$ cat src/rtl/assert_macros.svh
// Assertion macros shared by the RTL. Every macro samples on the rising edge of clk_i and is
// switched off while rst_ni is low.
`ifndef ASSERT_MACROS_SVH
`define ASSERT_MACROS_SVH

// A property that must hold on every clock edge outside reset.
`define ASSERT_ALWAYS(label, prop, msg) \
  label: assert property (@(posedge clk_i) disable iff (!rst_ni) (prop)) else $error(msg);

// A condition in one cycle that must be followed by a consequence in the next cycle.
`define ASSERT_NEXT(label, cond, cons, msg) \
  label: assert property (@(posedge clk_i) disable iff (!rst_ni) (cond) |=> (cons)) \
    else $error(msg);

`endif

$ cat src/rtl/b64e_pkg.sv
package b64e_pkg;

  localparam int unsigned NumWords = 8;
  localparam int unsigned CfgIdxW  = 4;
  localparam int unsigned QDepth   = 2;
  localparam int unsigned QPtrW    = $clog2(QDepth);
  localparam int unsigned QCntW    = $clog2(QDepth + 1);

  localparam logic [7:0] PadChar = 8'd61;

  // One encode job: up to four character slots, played out from slot 0 to last_slot.
  typedef struct packed {
    logic [1:0]      last_slot;
    logic            fin;
    logic [3:0]      pad;
    logic [3:0][5:0] idx;
  } job_t;

  // Queue occupancy as seen by both sides.
  typedef struct packed {
    logic full;
    logic empty;
  } q_stat_t;

endpackage

$ cat src/rtl/b64e_front.sv
module b64e_front import b64e_pkg::*; (
  input  logic       clk_i,
  input  logic       rst_ni,
  input  logic       in_valid_i,
  output logic       in_ready_o,
  input  logic [7:0] data_byte_i,
  input  logic       is_final_byte_i,
  input  q_stat_t    q_stat_i,
  output logic       push_o,
  output job_t       job_o,
  output logic [1:0] group_pos_o
);

  logic [1:0] pos_q, pos_d;
  logic [3:0] left_q, left_d;

  assign in_ready_o  = !q_stat_i.full;
  assign push_o      = in_valid_i && in_ready_o;
  assign group_pos_o = pos_q;

  // Split the byte into six-bit indices according to its place in the group.
  always_comb begin
    job_o     = '0;
    job_o.fin = is_final_byte_i;
    pos_d     = pos_q;
    left_d    = left_q;
    case (pos_q)
      2'd1: begin
        job_o.idx[0] = {left_q[1:0], data_byte_i[7:4]};
        job_o.idx[1] = {data_byte_i[3:0], 2'b00};
        if (is_final_byte_i) begin
          job_o.last_slot = 2'd2;
          job_o.pad       = 4'b0100;
        end
        left_d = data_byte_i[3:0];
        pos_d  = 2'd2;
      end
      2'd2: begin
        job_o.idx[0]    = {left_q, data_byte_i[7:6]};
        job_o.idx[1]    = data_byte_i[5:0];
        job_o.last_slot = 2'd1;
        left_d          = '0;
        pos_d           = 2'd0;
      end
      default: begin
        job_o.idx[0] = data_byte_i[7:2];
        job_o.idx[1] = {data_byte_i[1:0], 4'b0000};
        if (is_final_byte_i) begin
          job_o.last_slot = 2'd3;
          job_o.pad       = 4'b1100;
        end
        left_d = {2'b00, data_byte_i[1:0]};
        pos_d  = 2'd1;
      end
    endcase
    if (is_final_byte_i) begin
      pos_d  = 2'd0;
      left_d = '0;
    end
  end

  always_ff @(posedge clk_i or negedge rst_ni) begin
    if (!rst_ni) begin
      pos_q  <= '0;
      left_q <= '0;
    end else if (push_o) begin
      pos_q  <= pos_d;
      left_q <= left_d;
    end
  end

endmodule

$ cat src/rtl/b64e_queue.sv
module b64e_queue import b64e_pkg::*; (
  input  logic    clk_i,
  input  logic    rst_ni,
  input  logic    push_i,
  input  job_t    push_job_i,
  input  logic    pop_i,
  output job_t    head_o,
  output q_stat_t stat_o
);

  job_t             mem_q [QDepth];
  logic [QPtrW-1:0] wr_ptr_q, rd_ptr_q;
  logic [QCntW-1:0] cnt_q;

  assign stat_o.full  = (cnt_q == QCntW'(QDepth));
  assign stat_o.empty = (cnt_q == '0);
  assign head_o       = mem_q[rd_ptr_q];

  always_ff @(posedge clk_i) begin
    if (push_i) begin
      mem_q[wr_ptr_q] <= push_job_i;
    end
  end

  always_ff @(posedge clk_i or negedge rst_ni) begin
    if (!rst_ni) begin
      wr_ptr_q <= '0;
      rd_ptr_q <= '0;
      cnt_q    <= '0;
    end else begin
      if (push_i) begin
        wr_ptr_q <= (wr_ptr_q == QPtrW'(QDepth - 1)) ? '0 : wr_ptr_q + 1'b1;
      end
      if (pop_i) begin
        rd_ptr_q <= (rd_ptr_q == QPtrW'(QDepth - 1)) ? '0 : rd_ptr_q + 1'b1;
      end
      case ({push_i, pop_i})
        2'b10:   cnt_q <= cnt_q + 1'b1;
        2'b01:   cnt_q <= cnt_q - 1'b1;
        default: cnt_q <= cnt_q;
      endcase
    end
  end

endmodule

$ cat src/rtl/b64e_back.sv
module b64e_back import b64e_pkg::*; (
  input  logic               clk_i,
  input  logic               rst_ni,
  input  logic               cfg_valid_i,
  input  logic [CfgIdxW-1:0] cfg_index_i,
  input  logic [63:0]        cfg_data_i,
  input  job_t               head_i,
  input  q_stat_t            q_stat_i,
  output logic               pop_o,
  output logic               out_valid_o,
  input  logic               out_ready_i,
  output logic [7:0]         out_char_o,
  output logic               end_of_run_o,
  output logic               end_of_message_o
);

  logic [NumWords-1:0][7:0][7:0] alpha_q;
  logic [1:0]                    slot_q;
  logic                          valid_q;
  logic [7:0]                    char_q;
  logic                          eor_q, eom_q;
  logic                          advance;
  logic [5:0]                    cur_idx;
  logic [7:0]                    cur_char;

  assign advance  = !q_stat_i.empty && (!valid_q || out_ready_i);
  assign pop_o    = advance && (slot_q == head_i.last_slot);
  assign cur_idx  = head_i.idx[slot_q];
  assign cur_char = head_i.pad[slot_q] ? PadChar : alpha_q[cur_idx[5:3]][cur_idx[2:0]];

  assign out_valid_o      = valid_q;
  assign out_char_o       = char_q;
  assign end_of_run_o     = eor_q;
  assign end_of_message_o = eom_q;

  always_ff @(posedge clk_i or negedge rst_ni) begin
    if (!rst_ni) begin
      alpha_q <= '0;
    end else if (cfg_valid_i && (cfg_index_i < CfgIdxW'(NumWords))) begin
      alpha_q[cfg_index_i[$clog2(NumWords)-1:0]] <= cfg_data_i;
    end
  end

  always_ff @(posedge clk_i or negedge rst_ni) begin
    if (!rst_ni) begin
      slot_q  <= '0;
      valid_q <= 1'b0;
    end else begin
      if (advance) begin
        slot_q  <= pop_o ? 2'd0 : slot_q + 1'b1;
        valid_q <= 1'b1;
      end else if (out_ready_i) begin
        valid_q <= 1'b0;
      end
    end
  end

  always_ff @(posedge clk_i) begin
    if (advance) begin
      char_q <= cur_char;
      eor_q  <= pop_o;
      eom_q  <= pop_o && head_i.fin;
    end
  end

endmodule

$ cat src/rtl/base64_encoder_custom_alphabet.sv
// Streaming Base64 encoder with an alphabet that software loads.
// Input channel: one raw byte per transfer on data_byte_i, with is_final_byte_i high on the
// last byte of a message. Output channel: one character per transfer on out_char_o;
// end_of_run_o marks the last character caused by an input byte, end_of_message_o the
// last character of the message, after any '=' padding.
// Configuration channel: eight 64-bit alphabet words, index 0 to 7, character 8w+k in
// byte k of word w. Writes to other indices are dropped. cfg_ready_o is always high.
// Each byte's job passes through the job queue; the back end looks its characters up
// and registers them in its output register, from which they transfer.
// Throughput: one character per cycle on the output while jobs wait and the receiver is
// ready, set by the single lookup and output register of the back end. A byte yields one
// or two characters, a final byte up to four, so three bytes of a group yield four.
// Reset clears the group position, the leftover bits, the job queue and the alphabet
// (every character then reads as zero until the words are written).
// When the receiver stalls, the output register holds its character, the two-entry job
// queue fills, and in_ready_o falls once it is full.
`include "assert_macros.svh"

module base64_encoder_custom_alphabet import b64e_pkg::*; (
  input  logic               clk_i,
  input  logic               rst_ni,
  input  logic               cfg_valid_i,
  output logic               cfg_ready_o,
  input  logic [CfgIdxW-1:0] cfg_index_i,
  input  logic [63:0]        cfg_data_i,
  input  logic               in_valid_i,
  output logic               in_ready_o,
  input  logic [7:0]         data_byte_i,
  input  logic               is_final_byte_i,
  output logic               out_valid_o,
  input  logic               out_ready_i,
  output logic [7:0]         out_char_o,
  output logic               end_of_run_o,
  output logic               end_of_message_o
);

  job_t       push_job, head_job;
  logic       push, pop;
  q_stat_t    q_stat;
  logic [1:0] group_pos;

  // Configuration is always taken at once; the alphabet sits in the back end.
  assign cfg_ready_o = 1'b1;

  // The front end splits each byte into the six-bit indices it completes and keeps the
  // position within the three-byte group.
  b64e_front u_front (
    .clk_i,
    .rst_ni,
    .in_valid_i,
    .in_ready_o,
    .data_byte_i,
    .is_final_byte_i,
    .q_stat_i    (q_stat),
    .push_o      (push),
    .job_o       (push_job),
    .group_pos_o (group_pos)
  );

  // A short queue of jobs decouples byte intake from character output.
  b64e_queue u_queue (
    .clk_i,
    .rst_ni,
    .push_i     (push),
    .push_job_i (push_job),
    .pop_i      (pop),
    .head_o     (head_job),
    .stat_o     (q_stat)
  );

  // The back end plays each job out one character per cycle through the alphabet while the receiver takes them.
  b64e_back u_back (
    .clk_i,
    .rst_ni,
    .cfg_valid_i,
    .cfg_index_i,
    .cfg_data_i,
    .head_i     (head_job),
    .q_stat_i   (q_stat),
    .pop_o      (pop),
    .out_valid_o,
    .out_ready_i,
    .out_char_o,
    .end_of_run_o,
    .end_of_message_o
  );

  // The final character of a message also closes the run of its byte.
  `ASSERT_ALWAYS(a_eom_ends_run, !(out_valid_o && end_of_message_o) || end_of_run_o, "lone eom")
  // A final byte always returns the front end to the start of a group.
  `ASSERT_NEXT(a_final_restarts, push && is_final_byte_i, group_pos == 2'd0, "group not restarted")
  // The group position never reaches three.
  `ASSERT_ALWAYS(a_pos_range, group_pos != 2'd3, "group position out of range")
  // Jobs are only taken from a queue that holds one.
  `ASSERT_ALWAYS(a_no_empty_pop, !(pop && q_stat.empty), "pop from empty queue")

endmodule

$ cat config.mk
export PLATFORM = sky130hd
export DESIGN_NAME = base64_encoder_custom_alphabet
export DESIGN_NICKNAME = d
export VERILOG_FILES = /design/src/rtl/b64e_pkg.sv /design/src/rtl/b64e_front.sv /design/src/rtl/b64e_queue.sv /design/src/rtl/b64e_back.sv /design/src/rtl/base64_encoder_custom_alphabet.sv
export VERILOG_INCLUDE_DIRS = /design/src /design/src/rtl
export SDC_FILE = /design/constraint.sdc
export NUM_CORES = 1
export LEC_CHECK = 0
export ABC_AREA = 0
export ABC_CLOCK_PERIOD_IN_PS = 4100
export BUFFER_PORTS_ARGS = -buffer_cell sky130_fd_sc_hd__buf_2
export CAP_MARGIN = 20
export CELL_PAD_IN_SITES_DETAIL_PLACEMENT = 0
export CELL_PAD_IN_SITES_GLOBAL_PLACEMENT = 1
export CORE_ASPECT_RATIO = 0.9
export CORE_MARGIN = 2
export CORE_UTILIZATION = 25
export CTS_CLUSTER_DIAMETER = 50
export DETAILED_ROUTE_END_ITERATION = 8
export PLACE_DENSITY = 0.53
export SYNTH_ARGS = -nofsm -noshare
export SYNTH_HDL_FRONTEND = slang
export SYNTH_SLANG_ARGS = --single-unit
$ cat constraint.sdc
create_clock -name clk_i -period 4.1 [get_ports clk_i]
set_clock_uncertainty 0.2 [all_clocks]
set_input_delay 1.23 -clock clk_i [delete_from_list [all_inputs] [get_ports clk_i]]
set_output_delay 1.23 -clock clk_i [all_outputs]
set_load 0.01 [all_outputs]
==> flow_summary.ini, run 1 <==
[outcome]
status = complete, no violations

[route]
route.detailed.drc = 0
drt_iter0_markers = 921
ant_nets = 0
via_count = 16880
wirelength_mm = 78.4
viasPerCell = 4.83
post_drt_wl_per_cell_um = 22.5
drt_first_pass_iters = 5

[clocking]
insertion_delay_ps = 630
cts-root-buf = clkbuf_16
cts_setup_buffers = 0
clkSinkCount = 567
clk_pin_slew_ps = 60
numCtsBuffers = 74
cts_tree = done
cts-hold-fix-buffers = 0
cts_resized = 2
cts-htree-levels = 3
cts.path.max_buffers = 3

[power_and_ir_drop]
p_sw_frac = 0.380
power.density_mw_per_mm2 = 776
pwr-share-clk = 0.270
p_int_mw = 15.0
peakVddDrop_uv = 608
p_seq_frac = 0.329
p_switching_mw = 9.15
p_leak_nw = 13.2
comb_power_share = 0.401

[logic_synthesis]
ys_warn_count = 0
ys.flop_type = dfrtp_1
async_flop_share = 0.926
synth_area_mm2 = 0.0261
synth_cell_type_count = 63
synth_top_area_share = 0.504
post_synth.cell_area_avg_um2 = 13.4
synth_seq_cells = 567
synthCells = 1950
synthesis.nets = 2036
synth_area_leader_cell = dfrtp_1
yosysSeqAreaShare = 0.552
synth_edf_count = 42
synthTopCellsByArea = dfrtp_1 (50%), mux2_2 (24%), edfxtp_1 (4.8%)

[sta]
fin_tns_setup_ps = 0
hold_slack_ps = 288
tightest_slew_ps = 911
maxSlewViolCount = 0
timing.fmax_ghz = 0.255
rsz0062_at_grt = no
period_share = 0.956
slew_headroom = 0.391
min_period_ps = 3920
hold_viol = 0
setup_viol = 0

[global_route]
antenna_found_initial = 14
grt_start_max_net_pins = 91
track_usage = 0.148
grt_pass1_wl_mm = 119
grt_pass1_vias = 17942
grt-ovfl-total = 0

[floorplan]
die_x_um = 345
initial_core_util = 0.252
rows = 112
core_area_mm2 = 0.104
die-area_mm2 = 0.107
die_h_um = 310
io_pins = 95

[critical_path]
start_kind = flop
arrival_ps = 4070
critPathCaptureType = flop
critPathMaxFanout = 13
cp_data_required_time_ps = 4250
critPathKind = reg -> reg

[flow_run]
maxCapViolations = 0

[placed_design]
place_congestion = 0.772
dp_hpwl_mm = 50.9
io_buffers = 93

[final_layout]
area_growth_pct = 19.1
drive_gt1_frac = 0.411
finish.net_count = 2148

[worst_hold_path]
hold_class = reg -> reg
## worst max-delay path: stages, from the launching register on
cell and delay, ps:
dfrtp_1 570, mux4_4 800, nand2_4 240, buf_4 270
mux2i_1 210, o22ai_1 90, o22a_1 210, a2111oi_1 790
buf_4 230, nor4_1 40
## registers in the layout, summed over array words and instances, names as in the netlist
signal / flops
u_back.end_of_run_o: 1
u_back.end_of_message_o: 1
u_back.alpha_q: 512
u_front.left_q: 4
u_queue.rd_ptr_q: 1
u_front.group_pos_o: 2
u_queue.mem_q: 32
u_queue.cnt_q: 2
u_back.out_char_o: 8
u_back.out_valid_o: 1
u_back.slot_q: 2
u_queue.wr_ptr_q: 1
## cell usage after synthesis, types with 10 or more instances
master,instances
nor2_1,19
buf_2,28
nand2_1,140
mux2_2,545
a22oi_1,11
buf_6,10
o22ai_1,44
mux2i_1,116
edfxtp_1,42
a311oi_1,23
mux4_2,13
nand3_1,19
o21ai_0,21
clkbuf_1,78
dfrtp_1,525
a211oi_1,44
a21oi_1,45
buf_4,16
a31oi_1,21
nor2b_1,42
nor4_1,18
## metrics by stage
step | std cells | worst slack [ps] | utilization | total power [mW] | instance area (um^2)
floorplan | 1950 | 1040 | - | 14.1 | 26100
global placement | 3353 | -263 | 0.276 | 17.6 | 28600
detailed placement | 3354 | -59.6 | 0.276 | 17.7 | 28600
CTS | 3490 | 80.0 | 0.300 | 24.4 | 31100
global route | 3490 | 22.5 | 0.300 | 25.5 | 31100
finish | 3492 | 180 | 0.300 | 24.1 | 31100
## final cells by class
| cell class | count | area [um^2] |
|---|---|---|
| Timing Repair Buffer | 173 | 1400 |
| Clock buffer | 96 | 2100 |
| Inverter | 6 | 22.5 |
| Multi-Input combinational cell | 1240 | 11000 |
| Fill cell | 10336 | 72500 |
| Tap cell | 1368 | 1710 |
| Sequential cell | 567 | 14400 |
| Antenna cell | 2 | 5.00 |
| Clock inverter | 40 | 397 |
## cell families (layout without fill, tap and decap cells)
kind of cell,after synthesis,count (layout),share of synthesized area
muxes,676,676,0.292
DFF,567,567,0.552
and+or+nand+nor,280,280,0.0520
AOI/OAI and AO/OA,270,270,0.0720
buffers and inverters,143,315,0.0271
xor gates and xnor gates,9,9,0.00302
adders and majority gates,4,4,0.00192
other,1,3,0.000144
## placed cells by master (no fill, tap or decap), types with 6 or more instances in the layout
cell,n
a211oi_1,44
a21oi_1,45
a221oi_1,6
a22o_1,7
a22oi_1,11
a311oi_1,23
a31oi_1,21
and2_1,7
buf_12,26
buf_2,93
buf_4,53
clkbuf_1,8
clkbuf_16,76
clkbuf_8,12
clkinv_2,11
clkinv_4,8
dfrtp_1,525
edfxtp_1,42
inv_1,6
inv_6,8
mux2_2,545
mux2i_1,116
mux4_2,12
nand2_1,139
nand2b_1,7
nand3_1,19
nor2_1,18
nor2b_1,42
nor4_1,17
o21ai_0,21
o221ai_1,8
o22a_1,6
o22ai_1,44
xnor2_1,7
## metal layers
metal | up-vias | GRT usage | part of all wire
met5 | - | 0 | 0.00073
met4 | 10 | 0.0340 | 0.018
met3 | 110 | 0.0266 | 0.042
met2 | 354 | 0.235 | 0.46
met1 | 8929 | 0.208 | 0.48
li1 | 7477 | - | -
## power by group through the flow
stage	Combinational [mW]	Clock (mW)	Sequential, mW
global placement	9.65	0	7.95
CTS	9.78	6.72	7.92
detailed placement	9.74	0	8.01
finish	9.67	6.52	7.92
floorplan	6.37	0	7.73
global route	10.4	6.97	8.08
## final timing paths
path | startpoint | to | slack [ps] | cells past startpoint
worst max register to register | u_queue.rd_ptr_q | u_back.out_char_o[3] | 180 | 9
max in group asynchronous | rst_ni | u_back.alpha_q[55] | 2400 | 2
worst min register to register | u_queue.wr_ptr_q | u_queue.wr_ptr_q | 290 | 1
worst max-delay path | u_queue.rd_ptr_q | u_back.out_char_o[3] | 180 | 9
min in group asynchronous | rst_ni | u_back.alpha_q[397] | 350 | 1
worst min-delay path | u_queue.wr_ptr_q | u_queue.wr_ptr_q | 290 | 1
Power figures use the tool's default switching activity.
==> inputs of run 2 (changes only) <==
==> constraint.sdc (replaced) <==
create_clock -name clk_i -period 4.1 [get_ports clk_i]
set_clock_uncertainty 0.2 [all_clocks]
set_input_delay 0.205 -clock clk_i [delete_from_list [all_inputs] [get_ports clk_i]]
set_output_delay 0.205 -clock clk_i [all_outputs]
set_load 0.01 [all_outputs]
==> flow_summary.ini, run 2 (synthesized netlist as in run 1, its figures left out) <==
[outcome]
status = complete, but fails checks
violations = hold timing

[sta]
hold_viol = 4
tightest_slew_ps = 963
period_share = 0.941
timing.fmax_ghz = 0.259
slew_headroom = 0.357
fin_tns_setup_ps = 0
rsz0062_at_grt = no
setup_viol = 0
min_period_ps = 3860
hold_slack_ps = -30.1
maxSlewViolCount = 0

[global_route]
grt_start_max_net_pins = 119
grt_pass1_vias = 18054
antenna_found_initial = 4
grt-ovfl-total = 0
grt_pass1_wl_mm = 120
track_usage = 0.150

[final_layout]
drive_gt1_frac = 0.393
fill_cells = 10373
area_growth_pct = 21.5
fin_area_mm2 = 0.0317
final_cells = 3556
layout_common_cells = mux2_2 (545), dfrtp_1 (525), nand2_1 (139), mux2i_1 (116), buf_2 (92)
finish.net_count = 2218
final_common_cell = mux2_2
regMostFlops = u_back.alpha_q
largest_reg_flops = 512

[clocking]
cts-htree-levels = 3
clk_pin_slew_ps = 60
cts_tree = done
clkSinkCount = 567
cts-root-buf = clkbuf_16
insertion_delay_ps = 610
cts.path.max_buffers = 3
numCtsBuffers = 72

[route]
via_count = 17106
route.detailed.drc = 0
ant_nets = 0
wirelength_mm = 79.7
post_drt_wl_per_cell_um = 22.4
viasPerCell = 4.81
drt_first_pass_iters = 7
drt_iter0_markers = 974

[critical_path]
path_common_cell = buf_4
critPathKind = reg -> reg
cp_slowest_stage_delay_ps = 800
critPathBufInv = 2
start_kind = flop
r2r-start = u_queue.rd_ptr_q
arrival_ps = 4000
crit_chain = mux4_4 -> nand2_4 -> buf_4 -> mux2i_1 -> o22ai_1 -> o22a_1 -> a2111oi_0 -> buf_4 -> nor4_1
critPathMaxFanout = 20
cp_top_family = multiplexers
cp_slowest_cell = mux4_4
critPathCaptureType = flop
cp_data_required_time_ps = 4240
crit_path_start = u_queue.rd_ptr_q

[placed_design]
dpl_cell_area_mm2 = 0.0284
placed_cells = 3347
io_buffers = 93
dp_hpwl_mm = 49.7
place_congestion = 0.761

[floorplan]
die_x_um = 345
rows = 112
core_area_mm2 = 0.104
die_h_um = 310
die-area_mm2 = 0.107
initial_core_util = 0.252
io_pins = 95

[power_and_ir_drop]
p_leak_nw = 13.4
power.density_mw_per_mm2 = 768
peakVddDrop_uv = 519

[worst_hold_path]
hold_class = in -> async

[flow_run]
maxCapViolations = 0
==> run 2: changes by cell type in the layout (fill, tap and decap cells not counted), moves of 2 or more <==
cell           delta
dlygate4sd3_1    +79
buf_12           -11
clkinv_2          -7
clkinv_4          -6
buf_4             +4
a2111oi_1         -3
clkbuf_1          +3
a2111oi_2         +2
bufinv_16         +2
clkbuf_8          +2
==> run 2: area by class of cell <==
type                            instances  area [um^2]  area share
Timing Repair Buffer                  245         2010      0.0634
Multi-Input combinational cell       1240        11100       0.349
Sequential cell                       567        14400       0.454
Inverter                                6         22.5    0.000710
Clock buffer                          101         2140      0.0674
Clock inverter                         28          357      0.0112
Tap cell                             1368         1710      0.0540
Antenna cell                            1         2.50   0.0000789
==> run 2: worst reg2reg max path, cell delays in order, from the launching register on <==
cell and delay (ps):
dfrtp_1 580, mux4_4 810, nand2_4 230, buf_4 340, mux2i_1 240, o22ai_1 90, o22a_1 190, a2111oi_0 630
buf_4 240, nor4_1 50
==> run 2: layer usage <==
metal / up-vias / wire (um) / share of wire / GRT usage
met5: - / 12 / 0.00015 / 0
met4: 2 / 1720 / 0.022 / 0.0385
met3: 112 / 3650 / 0.046 / 0.0291
met2: 349 / 36600 / 0.46 / 0.237
met1: 9032 / 37700 / 0.47 / 0.209
li1: 7611 / - / - / -
==> run 2: path summary, 6_finish.rpt <==
kind	endpoint	slack, ps	depth (start not counted)
worst min-delay path	u_back.alpha_q[394]	-30	2
worst max register to register	u_back.out_char_o[0]	240	9
worst min register to register	u_back.alpha_q[155]	300	1
worst max-delay path	u_back.out_char_o[0]	240	9
max in group asynchronous	u_back.alpha_q[38]	2520	3
min in group clk_i	u_back.alpha_q[64]	120	3
==> run 2: what timing repair did <==
action / in CTS / in global routing
gates cloned: 0 / 0
endpoints found under the setup margin: 2 / 3
hold buffers: 79 / 0
setup buffers: 0 / 0
endpoints found under the hold margin: 674 / 0
gates resized for setup: 3 / 4
==> run 2: stage by stage <==
stage / power (mW) / hold WS [ps] / setup WS, ps / utilization
after floorplan: 14.1 / -291 / 1190 / -
after global placement: 17.7 / 46.1 / -27.8 / 0.274
after detailed placement: 17.8 / 54.6 / -122 / 0.274
after CTS: 24.6 / 9.79 / 107 / 0.306
after global routing: 25.7 / 19.7 / 21.4 / 0.306
final: 24.3 / -30.1 / 241 / 0.306
==> run 2: power breakdown <==
part | total, mW | leakage (nW) | internal, mW | switching (mW)
Combinational | 9.86 | 5.38 | 3.94 | 5.93
Sequential | 7.90 | 6.84 | 7.17 | 0.734
Clock | 6.58 | 1.21 | 4.04 | 2.54
